<file path="src/design/eaat_pkg.sv">
// Shared types and constants for the expiring address admission table.
package eaat_pkg;

	localparam int DEFAULT_ENTRIES = 64;
	localparam logic [31:0] HOLD_TIME_RESET = 32'd30000;

	localparam logic FUNC_ADD = 1'b0;
	localparam logic FUNC_DELETE = 1'b1;

	localparam logic [1:0] STATUS_INSERTED = 2'd0;
	localparam logic [1:0] STATUS_PRESENT = 2'd1;
	localparam logic [1:0] STATUS_FULL = 2'd2;

	typedef struct packed {
		logic        func;
		logic [31:0] address;
		logic [31:0] now;
	} req_t;

endpackage

</file>
<file path="src/design/eaat_front.sv">
// Input side: accepts requests and holds them in a two-entry queue for the engine.
module eaat_front
	import eaat_pkg::*;
(
	input  logic        clk,
	input  logic        arst_n,
	input  logic        s_tvalid,
	output logic        s_tready,
	input  logic [63:0] s_tdata,   // address [31:0], now [63:32]
	input  logic        s_tuser,   // func
	input  logic        init_done,
	output logic        req_valid,
	output req_t        req,
	input  logic        req_pop
);

	req_t       slot_q [2];
	logic       wr_ptr_q;
	logic       rd_ptr_q;
	logic [1:0] count_q;
	logic       push;
	req_t       incoming;

	always_comb begin
		incoming.func    = s_tuser;
		incoming.address = s_tdata[31:0];
		incoming.now     = s_tdata[63:32];
	end

	// No transaction is taken while the table is still being cleared.
	assign s_tready  = init_done && (count_q != 2'd2);
	assign push      = s_tvalid && s_tready;
	assign req_valid = (count_q != 2'd0);
	assign req       = slot_q[rd_ptr_q];

	always_ff @(posedge clk or negedge arst_n) begin
		if (!arst_n) begin
			wr_ptr_q <= 1'b0;
			rd_ptr_q <= 1'b0;
			count_q  <= 2'd0;
		end else begin
			if (push) begin
				wr_ptr_q <= ~wr_ptr_q;
			end
			if (req_pop) begin
				rd_ptr_q <= ~rd_ptr_q;
			end
			if (push && !req_pop) begin
				count_q <= count_q + 2'd1;
			end else if (!push && req_pop) begin
				count_q <= count_q - 2'd1;
			end
		end
	end

	always_ff @(posedge clk) begin
		if (push) begin
			slot_q[wr_ptr_q] <= incoming;
		end
	end

endmodule

</file>
<file path="src/design/eaat_engine.sv">
// Table engine: scans the entry memory one slot per cycle and produces add results.
module eaat_engine
	import eaat_pkg::*;
#(
	parameter int ENTRIES = DEFAULT_ENTRIES
) (
	input  logic        clk,
	input  logic        arst_n,
	input  logic [31:0] hold_time,
	input  logic        req_valid,
	input  req_t        req,
	output logic        req_pop,
	output logic        init_done,
	output logic        m_tvalid,
	input  logic        m_tready,
	output logic [7:0]  m_tdata    // status [1:0], zero [7:2]
);

	localparam int IDXW = (ENTRIES > 1) ? $clog2(ENTRIES) : 1;
	localparam int CNTW = $clog2(ENTRIES + 1);
	localparam logic [IDXW-1:0] LAST_IDX = IDXW'(ENTRIES - 1);
	localparam logic [CNTW-1:0] ISSUE_END = CNTW'(ENTRIES);

	localparam logic [2:0] ST_CLEAR  = 3'd0;
	localparam logic [2:0] ST_IDLE   = 3'd1;
	localparam logic [2:0] ST_SCAN   = 3'd2;
	localparam logic [2:0] ST_FINISH = 3'd3;
	localparam logic [2:0] ST_DONE   = 3'd4;

	typedef struct packed {
		logic        valid;
		logic [31:0] address;
		logic [31:0] expiry;
	} entry_t;

	entry_t mem [ENTRIES];

	logic [2:0]      state_q;
	logic [IDXW-1:0] clr_idx_q;
	req_t            op_q;
	logic [CNTW-1:0] iss_q;
	logic            rdv_s1;
	logic [IDXW-1:0] idx_s1;
	entry_t          rd_data_s1;
	logic            free_found_q;
	logic [IDXW-1:0] free_idx_q;
	logic [1:0]      res_q;
	logic            out_valid_q;
	logic [1:0]      out_status_q;

	logic            rd_en;
	logic            wr_en;
	logic [IDXW-1:0] wr_idx;
	entry_t          wr_data;
	logic            eval;
	logic            present_hit;
	logic            slot_free;
	logic            scan_last;
	logic            out_load;

	assign init_done = (state_q != ST_CLEAR);
	assign req_pop   = (state_q == ST_IDLE) && req_valid;
	assign rd_en     = (state_q == ST_SCAN) && (iss_q != ISSUE_END);
	assign eval      = (state_q == ST_SCAN) && rdv_s1;
	assign scan_last = eval && (idx_s1 == LAST_IDX);
	assign out_load  = (state_q == ST_DONE) && (!out_valid_q || m_tready);
	assign m_tvalid  = out_valid_q;
	assign m_tdata   = {6'd0, out_status_q};

	always_comb begin
		wr_en         = 1'b0;
		wr_idx        = idx_s1;
		wr_data       = rd_data_s1;
		wr_data.valid = 1'b0;
		present_hit   = 1'b0;
		slot_free     = 1'b0;
		case (state_q)
			ST_CLEAR: begin
				wr_en   = 1'b1;
				wr_idx  = clr_idx_q;
				wr_data = '0;
			end
			ST_SCAN: begin
				if (eval) begin
					if (op_q.func == FUNC_ADD) begin
						if (rd_data_s1.valid) begin
							// An expired entry is released as the scan passes it.
							if (op_q.now > rd_data_s1.expiry) begin
								wr_en     = 1'b1;
								slot_free = 1'b1;
							end else if (rd_data_s1.address == op_q.address) begin
								present_hit = 1'b1;
							end
						end else begin
							slot_free = 1'b1;
						end
					end else if (rd_data_s1.valid &&
					             (rd_data_s1.address == op_q.address)) begin
						wr_en = 1'b1;
					end
				end
			end
			ST_FINISH: begin
				if (free_found_q) begin
					wr_en           = 1'b1;
					wr_idx          = free_idx_q;
					wr_data.valid   = 1'b1;
					wr_data.address = op_q.address;
					wr_data.expiry  = op_q.now + hold_time;
				end
			end
			default: begin
			end
		endcase
	end

	always_ff @(posedge clk) begin
		if (wr_en) begin
			mem[wr_idx] <= wr_data;
		end
		if (rd_en) begin
			rd_data_s1 <= mem[iss_q[IDXW-1:0]];
		end
	end

	always_ff @(posedge clk or negedge arst_n) begin
		if (!arst_n) begin
			state_q      <= ST_CLEAR;
			clr_idx_q    <= '0;
			iss_q        <= '0;
			rdv_s1       <= 1'b0;
			free_found_q <= 1'b0;
			out_valid_q  <= 1'b0;
		end else begin
			if (out_load) begin
				out_valid_q <= 1'b1;
			end else if (out_valid_q && m_tready) begin
				out_valid_q <= 1'b0;
			end
			case (state_q)
				ST_CLEAR: begin
					clr_idx_q <= clr_idx_q + 1'b1;
					if (clr_idx_q == LAST_IDX) begin
						state_q <= ST_IDLE;
					end
				end
				ST_IDLE: begin
					if (req_valid) begin
						iss_q        <= '0;
						rdv_s1       <= 1'b0;
						free_found_q <= 1'b0;
						state_q      <= ST_SCAN;
					end
				end
				ST_SCAN: begin
					if (rd_en) begin
						iss_q <= iss_q + 1'b1;
					end
					if (slot_free && !free_found_q) begin
						free_found_q <= 1'b1;
					end
					// A live match ends the scan; later entries stay untouched.
					if (present_hit) begin
						rdv_s1  <= 1'b0;
						state_q <= ST_DONE;
					end else if (scan_last) begin
						rdv_s1  <= 1'b0;
						state_q <= (op_q.func == FUNC_ADD) ? ST_FINISH : ST_IDLE;
					end else begin
						rdv_s1 <= rd_en;
					end
				end
				ST_FINISH: begin
					state_q <= ST_DONE;
				end
				ST_DONE: begin
					if (out_load) begin
						state_q <= ST_IDLE;
					end
				end
				default: begin
					state_q <= ST_IDLE;
				end
			endcase
		end
	end

	always_ff @(posedge clk) begin
		if (req_pop) begin
			op_q <= req;
		end
		if (rd_en) begin
			idx_s1 <= iss_q[IDXW-1:0];
		end
		if (slot_free && !free_found_q) begin
			free_idx_q <= idx_s1;
		end
		if (present_hit) begin
			res_q <= STATUS_PRESENT;
		end else if (state_q == ST_FINISH) begin
			res_q <= free_found_q ? STATUS_INSERTED : STATUS_FULL;
		end
		if (out_load) begin
			out_status_q <= res_q;
		end
	end

endmodule

</file>
<file path="src/design/expiring_address_admission_table.sv">
// Requests wait in the front queue; the engine takes one at a time and scans the entry
// memory, reading and checking one slot per cycle. An add then claims the first free slot,
// if any, and registers its status; a delete gives no status.
// Reset: hold_time returns to 30000 and all entries are invalidated by a clearing
// pass over all ENTRIES slots, during which no transaction is accepted.
module expiring_address_admission_table
	import eaat_pkg::*;
#(
	parameter int ENTRIES = DEFAULT_ENTRIES
) (
	input  logic        clk,
	input  logic        arst_n,
	input  logic        cfg_we,
	input  logic [31:0] cfg_wdata,   // hold_time
	input  logic        s_tvalid,
	output logic        s_tready,
	input  logic [63:0] s_tdata,     // address [31:0], now [63:32]
	input  logic        s_tuser,     // func
	output logic        m_tvalid,
	input  logic        m_tready,
	output logic [7:0]  m_tdata      // status [1:0], zero [7:2]
);

	logic [31:0] hold_time_q;
	logic        init_done;
	logic        req_valid;
	req_t        req;
	logic        req_pop;

	always_ff @(posedge clk or negedge arst_n) begin
		if (!arst_n) begin
			hold_time_q <= HOLD_TIME_RESET;
		end else if (cfg_we) begin
			hold_time_q <= cfg_wdata;
		end
	end

	eaat_front u_front (
		.clk       (clk),
		.arst_n    (arst_n),
		.s_tvalid  (s_tvalid),
		.s_tready  (s_tready),
		.s_tdata   (s_tdata),
		.s_tuser   (s_tuser),
		.init_done (init_done),
		.req_valid (req_valid),
		.req       (req),
		.req_pop   (req_pop)
	);

	eaat_engine #(
		.ENTRIES (ENTRIES)
	) u_engine (
		.clk       (clk),
		.arst_n    (arst_n),
		.hold_time (hold_time_q),
		.req_valid (req_valid),
		.req       (req),
		.req_pop   (req_pop),
		.init_done (init_done),
		.m_tvalid  (m_tvalid),
		.m_tready  (m_tready),
		.m_tdata   (m_tdata)
	);

	a_no_accept_while_clearing: assert property (
		@(posedge clk) disable iff (!arst_n) !init_done |-> !s_tready
	) else $error("transaction accepted during the clearing pass");

	a_pop_needs_request: assert property (
		@(posedge clk) disable iff (!arst_n) req_pop |-> req_valid
	) else $error("engine took a request from an empty queue");

	a_status_code_legal: assert property (
		@(posedge clk) disable iff (!arst_n)
		m_tvalid |-> (m_tdata[1:0] == STATUS_INSERTED || m_tdata[1:0] == STATUS_PRESENT ||
		              m_tdata[1:0] == STATUS_FULL)
	) else $error("illegal status code on the result");

	a_init_stays_done: assert property (
		@(posedge clk) disable iff (!arst_n) init_done |=> init_done
	) else $error("clearing pass restarted without reset");

endmodule

</file>
<file path="config.mk">
export PLATFORM = sky130hd
export DESIGN_NAME = expiring_address_admission_table
export DESIGN_NICKNAME = d
export VERILOG_FILES = /design/src/design/eaat_pkg.sv /design/src/design/eaat_front.sv /design/src/design/eaat_engine.sv /design/src/design/expiring_address_admission_table.sv
export SDC_FILE = /design/constraint.sdc
export NUM_CORES = 2
export LEC_CHECK = 0
export BUFFER_PORTS_ARGS = -buffer_cell sky130_fd_sc_hd__buf_2
export CAP_MARGIN = 20
export CORE_ASPECT_RATIO = 0.6
export CORE_MARGIN = 2
export CORE_UTILIZATION = 55
export CTS_CLUSTER_SIZE = 16
export DETAILED_ROUTE_END_ITERATION = 12
export PLACE_DENSITY = 0.82
export SETUP_SLACK_MARGIN = 0.2
export SLEW_MARGIN = 20
export SYNTH_ARGS = -nofsm -noshare
export SYNTH_HDL_FRONTEND = slang
export SYNTH_MEMORY_MAX_BITS = 65536
export SYNTH_SLANG_ARGS = --single-unit
export TNS_END_PERCENT = 100
</file>
<file path="constraint.sdc">
create_clock -name clk -period 8.42 [get_ports clk]
set_input_delay 2.105 -clock clk [delete_from_list [all_inputs] [get_ports clk]]
set_output_delay 2.105 -clock clk [all_outputs]
set_load 0.02 [all_outputs]
</file>
==> results.cfg <==
[floorplan]
die_area_um2 = 318000
fp.dieH_um = 438
io_pins = 112
die_w_um = 727
coreArea_um2 = 312000
row_count = 159
start_util_pct = 55.2

[cts]
cts_resized = 0
post_cts_buffers = 0
cts_htree_levels = 5
hold_buffers = 0
clkLatencyLatePin_ns = 0.97
clockBufferDepth = 4
cts_tree = done
clk_pin_slew_ns = 0.08
clock_sinks = 4491
cts_buffers = 375
cts_root_buf = clkbuf_16

[timing]
totalNegativeSetupSlack_ns = 0
rsz0062_at_grt = false
tightest_slew_ns = 1.38
finClkSkew_ns = 0.0690
slew_violations = 0
period_share_pct = 77.2
fin_crit_ns = 6.50
relSlewSlack_pct = 7.99
whs_ns = 0.488
fmax_mhz = 154
setup_ws_ns = 1.92
setup_viol = 0
finalHoldViolCount = 0

[global_route]
grt-ovfl-total = 0
gr-usage-met2_pct = 50.4
grt_use_met1_pct = 42.1
use_met3_pct = 9.66
grt_max_degree = 155
grt_pass1_vias = 86900
antenna_found_initial = 62
grt_first_pass_wirelength_um = 710000
busiest_layer = met2
gr-usage-all-layers_pct = 32.2

[critical_path]
cpLargestDelayFamily = simple AND/OR/NAND/NOR gates
slowest_stage = nor2_4
critical_path_arrival_ns = 7.07
required_ns = 8.99
critPathBufInv = 3
path_class = reg2reg
reg2regPathDepth = 9
startpoint_type = register
crit_chain = nor2b_1, nand3_4, inv_4, buf_4, a22o_1, o21bai_1, nand3_1, nor2_4, buf_12
critPathMaxStageDelay_ns = 1.09
path_depth = 9
worstSetupEndpointType = register
crit_fanout = 68

[drt]
drt-initial-drc-count = 17700
via_count = 88000
drc_errors = 0
ant_nets = 0
drtPass1Iterations = 7
wl_per_cell_um = 43.1
viasPerCell = 7.38
wl_um = 513000

[synthesis]
yosysUniqueCellTypes = 67
ys.flop_type = edfxtp_1
synth_top_area_cell = edfxtp_1
synthTopCellsByArea = edfxtp_1 77%, mux4_2 18%, dfrtp_1 0.70%
async_flop_share_pct = 1.22
syn_inst = 7051
synth.cell_area_um2 = 172000
ys_seq_area_share_pct = 78.0
ys_ff_latch = 4491
synth.most_common_cell = edfxtp_1
avgSynthCellArea_um2 = 24.5
ys_warn_count = 0
yosys-top-cells-count = 4434 x edfxtp_1, 1365 x mux4_2, 223 x clkbuf_1, 124 x nand2_1, 96 x mux2_2
synth_top_area_share_pct = 77.2
synth_edf_count = 4434

[power]
p_seq_share_pct = 44.9
peakVddDrop_v = 0.000339
p_leak_nw = 59.1
internal_power_mw = 46.6
power_mw = 70.1
p_clk_share_pct = 25.5
swShare_pct = 33.5
p_sw_mw = 23.5
powerDensity_nw_per_um2 = 365
p_comb_share_pct = 29.6

[layout]
drive_gt1_share_pct = 32.0
utilization_pct = 61.4
final_nets = 7595
final_cells = 11900
final_area_um2 = 192000
area_delta_synth_final_pct = 11.3

[place]
dp_hpwl_um = 267000
portBuffers = 105
pre_cts_ws_ns = 2.49
gp_congestion = 0.891
dp.cells = 11200
placed_cell_area_um2 = 180000

[run_status]
status = finished clean

[worst_hold_path]
min_path_cells = 0
hold_class = reg2reg

[job]
maxCapViolations = 0
[layout make-up]
type / instances / area [um^2]
flip-flops and latches: 4491 / 135000
fillers: 19400 / 120000
multi-input cells: 2155 / 37000
clock buffers: 449 / 9760
well taps: 4186 / 5240
repair buffers: 351 / 2900
clock inverters: 225 / 2160
inverters: 51 / 200
diodes: 12 / 30.0
[cells in the final DEF, fill, tap and decap left out, drive strengths merged, types with 53 or more instances in the layout]
cell type     n
inv          62
buf         351
nor2         56
xor2         53
ha           67
mux2         96
nand3        75
clkinv      169
o21ai        53
clkbuf      449
mux4       1365
nand2       124
edfxtp     4434
[cell families (layout without fill, tap and decap cells)]
logic type	after synthesis	count (layout)	share of synthesized area [%]
DFF	4491	4491	78.0
and+or+nand+nor	372	372	1.02
other	1	18	0.00217
buffers and inverters	410	1076	0.974
adders and majority gates	68	68	0.498
xor gates and xnor gates	72	72	0.366
muxes	1462	1462	18.5
AOI/OAI and AO/OA	175	175	0.651
[state kept, by name, indices dropped and copies added (netlist names)]
register / count
u_engine.mem: 4160
u_front.slot_q: 130
u_engine.op_q: 65
u_engine.rd_data_s1: 65
hold_time_q: 32
u_engine.iss_q: 7
u_engine.clr_idx_q: 6
u_engine.free_idx_q: 6
u_engine.idx_s1: 6
u_engine.state_q: 3
u_engine.out_status_q: 2
u_engine.res_q: 2
u_front.count_q: 2
u_engine.free_found_q: 1
u_engine.m_tvalid: 1
u_engine.rdv_s1: 1
u_front.rd_ptr_q: 1
u_front.wr_ptr_q: 1
[power groups by stage]
| stage | Combinational (mW) | Clock (mW) | Sequential [mW] |
|---|---|---|---|
| after global placement | 18.6 | 0 | 31.5 |
| after CTS | 20.2 | 17.8 | 31.4 |
| after detailed placement | 19.5 | 0 | 31.7 |
| final | 20.8 | 17.8 | 31.5 |
| after floorplan | 11.3 | 0 | 31.8 |
| after global routing | 21.1 | 18.6 | 31.5 |
[metal layers]
metal / up-vias / routed length [um] / share of wire (%)
li1: 31100 / - / -
met1: 45500 / 161000 / 31
met2: 9574 / 242000 / 47
met3: 1696 / 78300 / 15
met4: 66 / 32200 / 6.3
met5: - / 444 / 0.087
[worst paths after layout]
check                               startpoint                       end  slack [ns]
hold / removal               u_engine.res_q[1]  u_engine.out_status_q[1]        0.49
setup reg to reg           u_engine.state_q[2]      u_engine.mem[63][62]        1.92
min in group asynchronous               arst_n         u_engine.m_tvalid        1.34
max in group asynchronous               arst_n         u_engine.iss_q[3]        6.44
hold reg to reg              u_engine.res_q[1]  u_engine.out_status_q[1]        0.49
setup / recovery           u_engine.state_q[2]      u_engine.mem[63][62]        1.92
Note: power is estimated with default switching activity, not from simulation.
